--- src/rtl/source_tokenizer_top_assert.svh ---
// ----------------------------------------------------------------------------
// source_tokenizer_top_assert.svh
// Assertion macros for the tokenizer: implication now and on the next cycle.
// ----------------------------------------------------------------------------
`ifndef SOURCE_TOKENIZER_TOP_ASSERT_SVH
`define SOURCE_TOKENIZER_TOP_ASSERT_SVH

// Check cons in the same cycle as ante.
`define STK_ASSERT(lbl, ante, cons, msg) \
  lbl: assert property (@(posedge clk) disable iff (!rst_n) (ante) |-> (cons)) \
    else $error(msg);

// Check cons in the cycle after ante.
`define STK_ASSERT_NEXT(lbl, ante, cons, msg) \
  lbl: assert property (@(posedge clk) disable iff (!rst_n) (ante) |=> (cons)) \
    else $error(msg);

`endif

--- src/rtl/stk_pkg.sv ---
// ----------------------------------------------------------------------------
// stk_pkg
// Shared types, codes and keyword tables of the source tokenizer.
// ----------------------------------------------------------------------------
package stk_pkg;

  localparam int OFFSET_BITS_DEF = 16;
  localparam int MAX_RES         = 3;
  localparam int QDEPTH          = 8;
  localparam int Q_PTR_W         = $clog2(QDEPTH);
  localparam int Q_CNT_W         = $clog2(QDEPTH + 1);

  typedef enum logic [3:0] {
    KIND_LPAREN = 4'd0,
    KIND_RPAREN = 4'd1,
    KIND_LBRACE = 4'd2,
    KIND_RBRACE = 4'd3,
    KIND_SEMI   = 4'd4,
    KIND_FUNC   = 4'd5,
    KIND_RETURN = 4'd6,
    KIND_I32    = 4'd7,
    KIND_IDENT  = 4'd8,
    KIND_NUMBER = 4'd9,
    KIND_END    = 4'd10,
    KIND_ERROR  = 4'd11
  } kind_t;

  typedef enum logic [1:0] {
    MODE_IDLE  = 2'd0,
    MODE_IDENT = 2'd1,
    MODE_NUM   = 2'd2,
    MODE_DONE  = 2'd3
  } mode_t;

  typedef struct packed {
    kind_t       kind;
    logic [15:0] start_res;
    logic [15:0] length;
    logic        final_res;
  } res_t;

  typedef struct packed {
    mode_t mode;
  } lex_stat_t;

  // Keyword slots, matching the bit order of the hit vector.
  localparam logic [1:0] KW_I32    = 2'd0;
  localparam logic [1:0] KW_FUNC   = 2'd1;
  localparam logic [1:0] KW_RETURN = 2'd2;

  localparam logic [7:0] CH_NUL = 8'h00;
  localparam logic [7:0] CH_US  = 8'h5F;

  function automatic logic [47:0] kw_text(input logic [1:0] k);
    logic [47:0] w;
    case (k)
      KW_I32:    w = {24'h0, "2", "3", "i"};
      KW_FUNC:   w = {16'h0, "c", "n", "u", "f"};
      KW_RETURN: w = {"n", "r", "u", "t", "e", "r"};
      default:   w = '0;
    endcase
    return w;
  endfunction

  function automatic logic [2:0] kw_len(input logic [1:0] k);
    logic [2:0] l;
    case (k)
      KW_I32:    l = 3'd3;
      KW_FUNC:   l = 3'd4;
      KW_RETURN: l = 3'd6;
      default:   l = 3'd0;
    endcase
    return l;
  endfunction

  // Drop every keyword that the byte at offset len of the token cannot continue.
  function automatic logic [2:0] kw_update(input logic [2:0] hits, input logic [15:0] len,
                                           input logic [7:0] c);
    logic [2:0]  h;
    logic [47:0] w;
    h = hits;
    for (int k = 0; k < 3; k++) begin
      w = kw_text(2'(k));
      if (len >= {13'b0, kw_len(2'(k))})
        h[k] = 1'b0;
      else if (w[{len[2:0], 3'b000} +: 8] != c)
        h[k] = 1'b0;
    end
    return h;
  endfunction

  function automatic kind_t ident_kind(input logic [2:0] hits, input logic [15:0] len);
    kind_t kd;
    if (hits[KW_I32] && len == 16'd3)
      kd = KIND_I32;
    else if (hits[KW_FUNC] && len == 16'd4)
      kd = KIND_FUNC;
    else if (hits[KW_RETURN] && len == 16'd6)
      kd = KIND_RETURN;
    else
      kd = KIND_IDENT;
    return kd;
  endfunction

  function automatic logic [15:0] sat_inc16(input logic [15:0] v);
    return (v != 16'hFFFF) ? v + 16'd1 : v;
  endfunction

endpackage

--- src/rtl/stk_lex.sv ---
// ----------------------------------------------------------------------------
// stk_lex
// Lexer state and the per-byte step: up to three compacted results a byte.
// ----------------------------------------------------------------------------
module stk_lex #(
  parameter int OFFSET_BITS = stk_pkg::OFFSET_BITS_DEF
) (
  input  logic                                 clk,
  input  logic                                 rst_n,
  input  logic                                 fire,
  input  logic [7:0]                           ch,
  input  logic                                 last,
  output logic [1:0]                           res_n,
  output stk_pkg::res_t [stk_pkg::MAX_RES-1:0] res,
  output stk_pkg::lex_stat_t                   stat
);
  import stk_pkg::*;

  logic [OFFSET_BITS-1:0] pos_r, pos_nxt;
  mode_t                  mode_r, mode_nxt;
  logic [15:0]            tstart_r, tstart_nxt;
  logic [15:0]            tlen_r, tlen_nxt;
  logic [2:0]             hits_r, hits_nxt;

  logic [OFFSET_BITS+15:0] pos_ext, posn_ext;
  logic [15:0]             pos16, posn16;
  logic [OFFSET_BITS-1:0]  pos_step;

  logic       is_letter, is_digit, is_ws, is_punct;
  kind_t      punct_kind;
  res_t [2:0] slot;
  logic [2:0] slot_v;

  // Offsets leave the lexer saturated to 16 bits.
  assign pos_ext  = {16'b0, pos_r};
  assign pos16    = (|pos_ext[OFFSET_BITS+15:16]) ? 16'hFFFF : pos_ext[15:0];
  assign posn_ext = {16'b0, pos_step};
  assign posn16   = (|posn_ext[OFFSET_BITS+15:16]) ? 16'hFFFF : posn_ext[15:0];
  assign pos_step = (pos_r != {OFFSET_BITS{1'b1}}) ? pos_r + 1'b1 : pos_r;

  assign is_letter = (ch >= "a" && ch <= "z") || (ch >= "A" && ch <= "Z") || ch == CH_US;
  assign is_digit  = ch >= "0" && ch <= "9";
  assign is_ws     = ch == " " || ch == 8'h09 || ch == 8'h0D || ch == 8'h0A;

  always_comb begin
    is_punct   = 1'b1;
    punct_kind = KIND_LPAREN;
    case (ch)
      "(":     punct_kind = KIND_LPAREN;
      ")":     punct_kind = KIND_RPAREN;
      "{":     punct_kind = KIND_LBRACE;
      "}":     punct_kind = KIND_RBRACE;
      ";":     punct_kind = KIND_SEMI;
      default: is_punct = 1'b0;
    endcase
  end

  always_comb begin
    pos_nxt    = pos_r;
    mode_nxt   = mode_r;
    tstart_nxt = tstart_r;
    tlen_nxt   = tlen_r;
    hits_nxt   = hits_r;
    slot       = '0;
    slot_v     = '0;

    // Slot 0: the token closed by this byte.
    slot[0].kind      = (mode_r == MODE_NUM) ? KIND_NUMBER : ident_kind(hits_r, tlen_r);
    slot[0].start_res = tstart_r;
    slot[0].length    = tlen_r;

    if (mode_r != MODE_DONE) begin
      if (ch == CH_NUL) begin
        slot_v[0] = mode_r != MODE_IDLE;
        slot_v[1] = 1'b1;
        slot[1]   = '{kind: KIND_END, start_res: pos16, length: 16'd0, final_res: 1'b0};
        mode_nxt  = MODE_DONE;
      end else if (mode_r == MODE_IDENT && (is_letter || is_digit)) begin
        hits_nxt = kw_update(hits_r, tlen_r, ch);
        tlen_nxt = sat_inc16(tlen_r);
      end else if (mode_r == MODE_NUM && is_digit) begin
        tlen_nxt = sat_inc16(tlen_r);
      end else begin
        slot_v[0] = mode_r != MODE_IDLE;
        mode_nxt  = MODE_IDLE;
        if (is_ws) begin
          slot_v[1] = 1'b0;
        end else if (is_punct) begin
          slot_v[1] = 1'b1;
          slot[1]   = '{kind: punct_kind, start_res: pos16, length: 16'd1, final_res: 1'b0};
        end else if (is_letter) begin
          mode_nxt   = MODE_IDENT;
          tstart_nxt = pos16;
          tlen_nxt   = 16'd1;
          hits_nxt   = kw_update(3'b111, 16'd0, ch);
        end else if (is_digit) begin
          mode_nxt   = MODE_NUM;
          tstart_nxt = pos16;
          tlen_nxt   = 16'd1;
        end else begin
          slot_v[1] = 1'b1;
          slot[1]   = '{kind: KIND_ERROR, start_res: pos16, length: 16'd1, final_res: 1'b0};
          mode_nxt  = MODE_DONE;
        end
      end

      if (mode_nxt != MODE_DONE)
        pos_nxt = pos_step;

      // Last byte: close whatever token is still open, then END.
      if (last && mode_nxt != MODE_DONE) begin
        if (mode_nxt != MODE_IDLE) begin
          slot_v[1]         = 1'b1;
          slot[1].kind      = (mode_nxt == MODE_NUM) ? KIND_NUMBER
                                                     : ident_kind(hits_nxt, tlen_nxt);
          slot[1].start_res = tstart_nxt;
          slot[1].length    = tlen_nxt;
        end
        slot_v[2] = 1'b1;
        slot[2]   = '{kind: KIND_END, start_res: posn16, length: 16'd0, final_res: 1'b0};
      end
    end

    slot[0].final_res = !slot_v[1] && !slot_v[2];
    slot[1].final_res = !slot_v[2];
    slot[2].final_res = 1'b1;

    if (last) begin
      pos_nxt    = '0;
      mode_nxt   = MODE_IDLE;
      tstart_nxt = '0;
      tlen_nxt   = '0;
      hits_nxt   = 3'b111;
    end
  end

  // Pack the valid slots toward index zero.
  always_comb begin
    res   = '0;
    res_n = 2'd0;
    for (int i = 0; i < 3; i++) begin
      if (slot_v[i]) begin
        res[res_n] = slot[i];
        res_n      = res_n + 2'd1;
      end
    end
  end

  always_ff @(posedge clk) begin
    if (!rst_n) begin
      pos_r    <= '0;
      mode_r   <= MODE_IDLE;
      tstart_r <= '0;
      tlen_r   <= '0;
      hits_r   <= 3'b111;
    end else if (fire) begin
      pos_r    <= pos_nxt;
      mode_r   <= mode_nxt;
      tstart_r <= tstart_nxt;
      tlen_r   <= tlen_nxt;
      hits_r   <= hits_nxt;
    end
  end

  assign stat.mode = mode_r;

endmodule

--- src/rtl/stk_queue.sv ---
// ----------------------------------------------------------------------------
// stk_queue
// Result queue: takes up to three results a cycle, hands out one.
// ----------------------------------------------------------------------------
module stk_queue (
  input  logic                                 clk,
  input  logic                                 rst_n,
  input  logic                                 push,
  input  logic [1:0]                           push_n,
  input  stk_pkg::res_t [stk_pkg::MAX_RES-1:0] push_data,
  input  logic                                 pop,
  output stk_pkg::res_t                        head,
  output logic                                 not_empty,
  output logic                                 room,
  output logic [stk_pkg::Q_CNT_W-1:0]          count
);
  import stk_pkg::*;

  res_t               mem_r [QDEPTH];
  logic [Q_PTR_W-1:0] wr_r, rd_r;
  logic [Q_CNT_W-1:0] cnt_r;
  logic [Q_CNT_W-1:0] add_n, sub_n;

  assign add_n     = push ? Q_CNT_W'(push_n) : '0;
  assign sub_n     = pop  ? Q_CNT_W'(1)      : '0;
  assign not_empty = cnt_r != '0;
  assign room      = cnt_r <= Q_CNT_W'(QDEPTH - MAX_RES);
  assign head      = mem_r[rd_r];
  assign count     = cnt_r;

  always_ff @(posedge clk) begin
    if (!rst_n) begin
      wr_r  <= '0;
      rd_r  <= '0;
      cnt_r <= '0;
    end else begin
      wr_r  <= wr_r + Q_PTR_W'(add_n);
      rd_r  <= rd_r + Q_PTR_W'(sub_n);
      cnt_r <= cnt_r + add_n - sub_n;
    end
  end

  always_ff @(posedge clk) begin
    for (int i = 0; i < MAX_RES; i++) begin
      if (push && 2'(i) < push_n)
        mem_r[wr_r + Q_PTR_W'(i)] <= push_data[i];
    end
  end

endmodule

--- src/rtl/source_tokenizer_top.sv ---
// ----------------------------------------------------------------------------
// source_tokenizer_top
// Streaming lexer: one source byte per request in, tokens out.
// A held byte's results are pushed into the result queue once it has room; the queue head is offered.
// Throughput: one byte per cycle while bytes yield at most one result each; the
//   eight-entry result queue, drained one result per cycle while out_tready is high, sets the sustained rate.
// Reset: rst_n low at a clock edge clears lexer state, input register and queue.
// ----------------------------------------------------------------------------
module source_tokenizer_top #(
  parameter int OFFSET_BITS = stk_pkg::OFFSET_BITS_DEF
) (
  input  logic        clk,
  input  logic        rst_n,
  // input channel
  input  logic        in_tvalid,
  output logic        in_tready,
  input  logic [7:0]  in_tdata,   // [7:0] ch
  input  logic        in_tlast,   // last byte of the program
  // result channel
  output logic        out_tvalid,
  input  logic        out_tready,
  output logic [31:0] out_tdata,  // [15:0] start_res, [31:16] length
  output logic [3:0]  out_tuser,  // [3:0] kind
  output logic        out_tlast   // final result caused by the byte
);
  import stk_pkg::*;

  `include "source_tokenizer_top_assert.svh"

  // Input register: hold one byte until the queue has room for its results.
  logic       in_v_r;
  logic [7:0] in_ch_r;
  logic       in_last_r;
  logic       fire;
  logic       q_room;
  logic       q_not_empty;
  logic       pop;

  logic [Q_CNT_W-1:0]         q_count;
  logic [1:0]                 res_n;
  res_t [MAX_RES-1:0]         res;
  res_t                       head;
  lex_stat_t                  lex_stat;

  // Advance the held byte only when the queue can absorb a worst-case burst.
  assign fire      = in_v_r && q_room;
  assign in_tready = !in_v_r || fire;

  always_ff @(posedge clk) begin
    if (!rst_n) begin
      in_v_r <= 1'b0;
    end else if (in_tvalid && in_tready) begin
      in_v_r <= 1'b1;
    end else if (fire) begin
      in_v_r <= 1'b0;
    end
  end

  // Payload needs no reset.
  always_ff @(posedge clk) begin
    if (in_tvalid && in_tready) begin
      in_ch_r   <= in_tdata;
      in_last_r <= in_tlast;
    end
  end

  // Step the lexer on the held byte; it yields zero to three results.
  stk_lex #(
    .OFFSET_BITS(OFFSET_BITS)
  ) u_lex (
    .clk   (clk),
    .rst_n (rst_n),
    .fire  (fire),
    .ch    (in_ch_r),
    .last  (in_last_r),
    .res_n (res_n),
    .res   (res),
    .stat  (lex_stat)
  );

  // Queue the results; the head drives the output channel directly.
  stk_queue u_queue (
    .clk       (clk),
    .rst_n     (rst_n),
    .push      (fire),
    .push_n    (res_n),
    .push_data (res),
    .pop       (pop),
    .head      (head),
    .not_empty (q_not_empty),
    .room      (q_room),
    .count     (q_count)
  );

  assign pop        = out_tvalid && out_tready;
  assign out_tvalid = q_not_empty;
  assign out_tdata  = {head.length, head.start_res};
  assign out_tuser  = head.kind;
  assign out_tlast  = head.final_res;

  // ---- assertions ----
  `STK_ASSERT(a_queue_bound, 1'b1, q_count <= Q_CNT_W'(QDEPTH), "result queue overfilled")
  `STK_ASSERT(a_push_fits, fire, (q_count + Q_CNT_W'(res_n)) <= Q_CNT_W'(QDEPTH), "push overruns queue")
  `STK_ASSERT_NEXT(a_in_hold, in_v_r && !fire, in_v_r && $stable(in_ch_r), "held byte lost")
  `STK_ASSERT(a_done_quiet, fire && lex_stat.mode == MODE_DONE, res_n == 2'd0, "result after end")

endmodule
--- config.mk ---
export PLATFORM = sky130hd
export DESIGN_NAME = source_tokenizer_top
export DESIGN_NICKNAME = d
export VERILOG_FILES = /design/src/rtl/stk_pkg.sv /design/src/rtl/stk_lex.sv /design/src/rtl/stk_queue.sv /design/src/rtl/source_tokenizer_top.sv
export VERILOG_INCLUDE_DIRS = /design/src /design/src/rtl
export SDC_FILE = /design/constraint.sdc
export NUM_CORES = 1
export LEC_CHECK = 0
export BUFFER_PORTS_ARGS = -buffer_cell sky130_fd_sc_hd__clkbuf_2
export CORE_MARGIN = 2
export CORE_UTILIZATION = 35
export CTS_CLUSTER_SIZE = 20
export DETAILED_ROUTE_END_ITERATION = 8
export GPL_TIMING_DRIVEN = 0
export HOLD_SLACK_MARGIN = 0.1
export REMOVE_ABC_BUFFERS = 1
export SETUP_SLACK_MARGIN = 0.5
export SYNTH_ARGS = -nofsm -noshare
export SYNTH_HDL_FRONTEND = slang
export SYNTH_SLANG_ARGS = --single-unit
--- constraint.sdc ---
create_clock -name clk -period 7.5 [get_ports clk]
set_input_delay 0.75 -clock clk [delete_from_list [all_inputs] [get_ports clk]]
set_output_delay 0.75 -clock clk [all_outputs]
set_load 0.01 [all_outputs]
# Word level (Yosys, flattened, before mapping)
# Memory sizes are Yosys's and may differ from the RTL's. A register that Yosys moved wholly into a read port is not among the register bits.
# Cells that the tools add are included.
dict set report totals {
  elab_cells 283
  output_inout_bits 39
  n_memories 1
  register_bits 73
  ramBits 296
}
# name depth width rd rd_clocked_by_memory_dff write_ports line
set memory_table {}
lappend memory_table {u_queue.mem_r 8 37 1 1 3 stk_queue.sv:19} ;# res_t mem_r [QDEPTH];
dict set report classes {
  shift 3
  n_eq_ne 29
  n_mux 168
  n_reduce_logical 41
  magnitude_cmp 20
  addsub 10
}
# operator n
set ops {}
lappend ops {{48-bit 2-to-1 mux} 9}
lappend ops {{16-bit 2-to-1 mux} 24}
lappend ops {{37-bit 2-to-1 mux} 10}
lappend ops {{111-bit bitwise mux} 2}
lappend ops {{111-bit 2-to-1 mux} 2}
lappend ops {{8-bit 2-to-1 mux} 21}
lappend ops {{37-bit demux with 2-bit select} 2}
lappend ops {{48-bit by 7-bit variable part select with 8-bit output} 3}
lappend ops {{3-bit 2-to-1 mux} 41}
lappend ops {{74-bit 2-to-1 mux} 1}
lappend ops {{73-bit 2-to-1 mux} 1}
lappend ops {{16-bit by 3-bit equality test with 1-bit output, second input constant} 4}
lappend ops {{16-bit by 3-bit >= comparator with 1-bit output} 3}
lappend ops {{8-bit inequality test} 6}
lappend ops {{36-bit 2-to-1 mux} 1}
lappend ops {{16-bit by 1-bit adder with 16-bit output, second input constant} 2}
lappend ops {{16-bit by 2-bit equality test with 1-bit output, second input constant} 2}
lappend ops {{8-bit by 6-bit equality test with 1-bit output, second input constant} 4}
lappend ops {{2-bit 2-to-1 mux} 16}
lappend ops {{4-bit 2-to-1 mux} 8}
lappend ops {{16-bit inequality test, second input constant} 2}
lappend ops {{1-bit 2-to-1 mux} 29}
lappend ops {{8-bit by 4-bit equality test with 1-bit output, second input constant} 3}
lappend ops {{8-bit by 7-bit equality test with 1-bit output, second input constant} 3}
lappend ops {{32 further kinds} 72}

# Depth between registers and ports, before layout
dict set report depth {
  ltp_word 33
  depth_mapped 19
  depth_no_buf 18
}

# By module
# Synthesis repeated with hierarchy kept, for this count alone.
dict set report unflattened {
  cells_unflattened 2759
  hier_area_um2 24358.4
}
# mod area_each_um2 n_inst cells_per_inst
set modules_own_cells {}
lappend modules_own_cells {stk_queue 18378.9 1 1963}
lappend modules_own_cells {stk_lex 5637.9 1 780}
lappend modules_own_cells {source_tokenizer_top 341.6 1 16}

# Worst setup path after synthesis
# No wires, ideal clock.
dict set report synth_path {
  path_kind {reg-to-reg}
  start {reg in_ch_r[1]}
  end {mem u_queue.mem_r[1][0] (netlist name), enable pin}
  required_ns 7.017
  arrival_ns 5.554
  path_stages_with_launch 12
  period_less_slack_ns 6.036
  path_buffers 1
  setup_slack_ns 1.464
  path_cell_list {edfxtp_1 > buf_6 > or4_4 > a21o_1 > a21oi_4 > mux2i_1 > nor2_4 > inv_2 > fa_1 > a21oi_1 > nand2_1 > o21ai_0}
}
# item line
set synth_rtl {}
lappend synth_rtl {{start, declared} source_tokenizer_top.sv:32} ;# logic [7:0] in_ch_r;
lappend synth_rtl {{start signal, assigned} source_tokenizer_top.sv:62} ;# in_ch_r <= in_tdata;
lappend synth_rtl {{end, declared} stk_queue.sv:19}

==> summary by stage <==
Floorplanning
The die covers between 60000 and 70000 um^2. The floorplan step set the die height to roughly 250 um. The initial core utilization is between 30% and 40%. The number of placement rows is between 80 and 90.

The region available for standard cell placement spans 59200 um^2. Measured along the x axis, the die boundary spans 249 um. The number of top-level pins is 52.

Routing
The average via count per standard cell is 6.21. The via count is about 16000. The routed design has 66.0 mm of wire. The number of DRC violations after detailed routing is 0.

The remaining antenna violation count after routing is 0. Dividing the detail-routed wire length by the instance count gives around 25 um. The number of DRC violations after detailed-routing iteration 0 is roughly 1900.

For this run, the detailed router's first-pass iteration total came to 6.

Global routing
The total global routing overflow is 0. The number of global-route vias before repair was around 16000. The maximum number of pins on one net before global-route repair is 65. The first global-routing pass estimated approximately 100 mm of wire. The initial antenna violation count came to 0. The global routing usage summed across all routing layers is between 20% and 30%.

Synthesis
The post-synthesis sequential area ratio is 49.7%. The gate count after technology mapping is 1855. The number of enable flip-flop cells after synthesis is 305. Each instance of the synthesized netlist takes up on average around 11 um^2.

The number of storage elements in the synthesis netlist is approximately 370. The share of async-settable or async-resettable flops after synthesis is 0%. The synthesized netlist occupies a cell area of about 21000 um^2. The most used flip-flop cell after synthesis is sky130_fd_sc_hd__edfxtp_1. The Yosys step of the flow raised 0 warnings. The distinct cell type count after synthesis is 96.

Worst hold path
The worst min-delay path category is in -> reg.

STA
Headroom to the max-slew limit came out at -2.59%. For the pin with the worst max-slew slack, the measured transition is 1.53 ns. Subtracting the final worst setup slack from the clock period gives between 6 and 7 ns. On the final layout, the worst clock skew is roughly 0.029 ns. Setup repair after global routing left no endpoint under its margin.

The total count of max-transition violations in the final report is 39. The worst-case setup margin in the final layout is 0.574 ns. In the finished design, the share of the clock period the worst path needs comes to between 90% and 100%.

For this run, the top clock speed supported by timing is around 140 MHz. On the final layout, the worst hold slack is between 0.3 and 0.4 ns. The setup violation total in the final timing report is 0.

The number of failing hold endpoints at the final stage came to 0.

Critical path
The top cell family by delay on the critical path is simple AND/OR/NAND/NOR gates. The worst setup path is launched from a flip-flop. The slowest stage of the critical path is the sky130_fd_sc_hd__nor3_4 cell. The path type of the worst setup path is reg -> reg. The largest incremental delay on the critical path is between 1 and 1.5 ns. STA classifies the critical path endpoint as a flip-flop. For the worst setup path, the data required time is ~8 ns. The critical path goes through or4_4, a21oi_2, nor3_2, nor2_4, nand2_1, inv_1, ha_1, mux2i_4, nor2_8, inv_6, nor3_4, a21oi_4, o21ai_4, buf_16, buf_16.

The largest fanout on the critical path is 19. The buffering stage count on the worst path with inverters included is 4. The most frequent cell on the critical path is sky130_fd_sc_hd__buf_16. Data on the critical path arrives at its endpoint at 7.19 ns.

Layout
The number of fill cells in the layout is 5587. At the end of the flow, the number of nets in the layout was approximately 1900. The layout overhead on the synthesized area is 12.6%. The utilization after layout is between 30 and 40%. The number of antenna diodes in the final layout is 0. The share of post-route cells with drive strength above 1 is between 20% and 30%. The area taken by flip-flops and latches is 10400 um^2. The area occupied by multi-input gates is about 10000 um^2.

Power and ir drop
The total power density per cell area is approximately 250 nW/um^2. The static leakage is 7.34 nW. The peak supply drop is 0.148 mV.

Outcome
The final reports fail on capacitance limit, slew limit. The run finished, with violations left.

Clock network
The clock tree buffer depth is 3. The clock tree root buffer cell is sky130_fd_sc_hd__clkbuf_16. For this design, the CTS-stage hold fixing added 0 buffers.

The clock drives around 370 sinks. The source-to-sink clock delay at the later pin of the worst-skew pair is roughly 0.58 ns. After clock tree synthesis, the clock-pin slew on the worst setup and hold paths is 0.06 ns. The H-tree was split into 2 levels. Buffers inserted during clock tree synthesis total 41.

TritonCTS built the clock tree.

Place
The global placer's final weighted congestion is 0.882. Port buffering added 51 buffers. At the placement stage, the worst setup path has a slack of between 0.15 and 0.2 ns.

Detailed placement ended at an HPWL of roughly 42 mm.

Run
Max-cap violations in this run came to 3.
==> metal layers <==
metal  share of wire (%)  routed length (um)  global-route usage [%]  up-vias
li1                    -                   -                       -     7121
met1                  40               26600                    28.5     7972
met2                  45               29700                    32.8     1025
met3                  10                6910                    4.32      218
met4                 4.3                2850                    7.93        0
met5                   0                   0                       0        -
==> flip-flops by register name (all words and copies together) (netlist names) <==
register and cells:
u_queue.mem_r 296, u_lex.pos16 16, u_lex.tlen_r 16, u_lex.tstart_r 16, in_ch_r 8, u_queue.count 4
u_lex.hits_r 3, u_queue.rd_r 3, u_queue.wr_r 3, u_lex.stat 2, in_last_r 1, in_v_r 1
==> final timing paths <==
check / start / endpoint / slack, ns / depth (start not counted)
worst max-delay path: in_ch_r[1] / u_queue.mem_r[7][14] / 0.57 / 15
worst min-delay path: in_tdata[3] / in_ch_r[3] / 0.34 / 1
worst max register to register: in_ch_r[1] / u_queue.mem_r[7][14] / 0.57 / 15
worst min register to register: u_lex.hits_r[1] / u_lex.hits_r[1] / 0.53 / 2
==> layout make-up <==
class                      instances  share of cell area (%)
clock buffer                      57                    4.72
clock inverter                    16                   0.614
inverter                          30                   0.497
multi-input combinational       1298                    41.8
sequential                       369                    44.2
tap                              773                    4.09
timing repair buffer              87                    4.15
==> cell usage after synthesis (all sizes together), types with 36 or more instances <==
library cell  count  share of area [%]
buf              73                2.0
edfxtp          305                 44
dfxtp            64                6.1
nor2            205                4.0
a21oi            54                2.3
clkbuf           85                1.5
o21ai           195                4.8
a22oi           162                5.8
mux4             74                7.9
mux2             39                2.1
nor2b            36                1.1
nand2           128                2.3
and2             37                1.1
==> worst register-to-register path: stages (launching register included) <==
cell and delay, ns:
sky130_fd_sc_hd__edfxtp_1 0.66, sky130_fd_sc_hd__or4_4 0.64, sky130_fd_sc_hd__a21oi_2 0.24, sky130_fd_sc_hd__nor3_2 0.18, sky130_fd_sc_hd__nor2_4 0.39, sky130_fd_sc_hd__nand2_1 0.57, sky130_fd_sc_hd__inv_1 0.70, sky130_fd_sc_hd__ha_1 0.35
sky130_fd_sc_hd__mux2i_4 0.14, sky130_fd_sc_hd__nor2_8 0.18, sky130_fd_sc_hd__inv_6 0.11, sky130_fd_sc_hd__nor3_4 1.19, sky130_fd_sc_hd__a21oi_4 0.43, sky130_fd_sc_hd__o21ai_4 0.42, sky130_fd_sc_hd__buf_16 0.24, sky130_fd_sc_hd__buf_16 0.19
==> per-stage QoR <==
stage | TNS (ns) | std cells | power, mW | area, um^2
detailed placement | 0 | 2551 | 3.95 | 22300
finish | 0 | 2630 | 5.86 | 23700
global route | 0 | 2630 | 6.08 | 23700
floorplan | 0 | 1697 | 3.46 | 20300
global placement | -933.03 | 2521 | 3.95 | 21500
CTS | 0 | 2624 | 5.89 | 23600
==> placed cells by master, fill, tap and decap left out, drive strengths merged, types with 27 or more instances in the layout <==
cell,synthesis,routed
a21oi,54,54
a22oi,162,162
and2,37,37
buf,73,36
clkbuf,85,108
dfxtp,64,64
edfxtp,305,305
inv,30,30
mux2,39,39
mux4,74,74
nand2,128,128
nand3,28,28
nor2,205,205
nor2b,36,36
o21ai,195,195
o22ai,27,27
==> power breakdown <==
part | switching, mW | internal (mW)
logic | 0.795 | 0.655
clock network | 0.844 | 1.11
registers | 0.104 | 2.35
total | 1.74 | 4.11
==> repair_timing <==
| action | in CTS | in global routing |
|---|---|---|
| endpoints found under the hold margin | 0 | 0 |
| setup buffers | 0 | 4 |
| resized for setup | 1 | 3 |
| setup endpoints to repair | 184 | 92 |
==> cell families (layout without fill, tap and decap cells) <==
| logic type | count (synthesis) | count (layout) | share of synthesized area (%) |
|---|---|---|---|
| AND/OR/NAND/NOR | 556 | 556 | 13.4 |
| AO/OA/AOI/OAI | 574 | 574 | 19.8 |
| multiplexers | 118 | 118 | 10.3 |
| XOR/XNOR | 26 | 26 | 1.08 |
| buffers and inverters | 188 | 190 | 4.10 |
| flip-flops | 369 | 369 | 49.7 |
| adder cells (fa/ha/maj) | 24 | 24 | 1.54 |
Note: power is estimated with default switching activity, not from simulation.
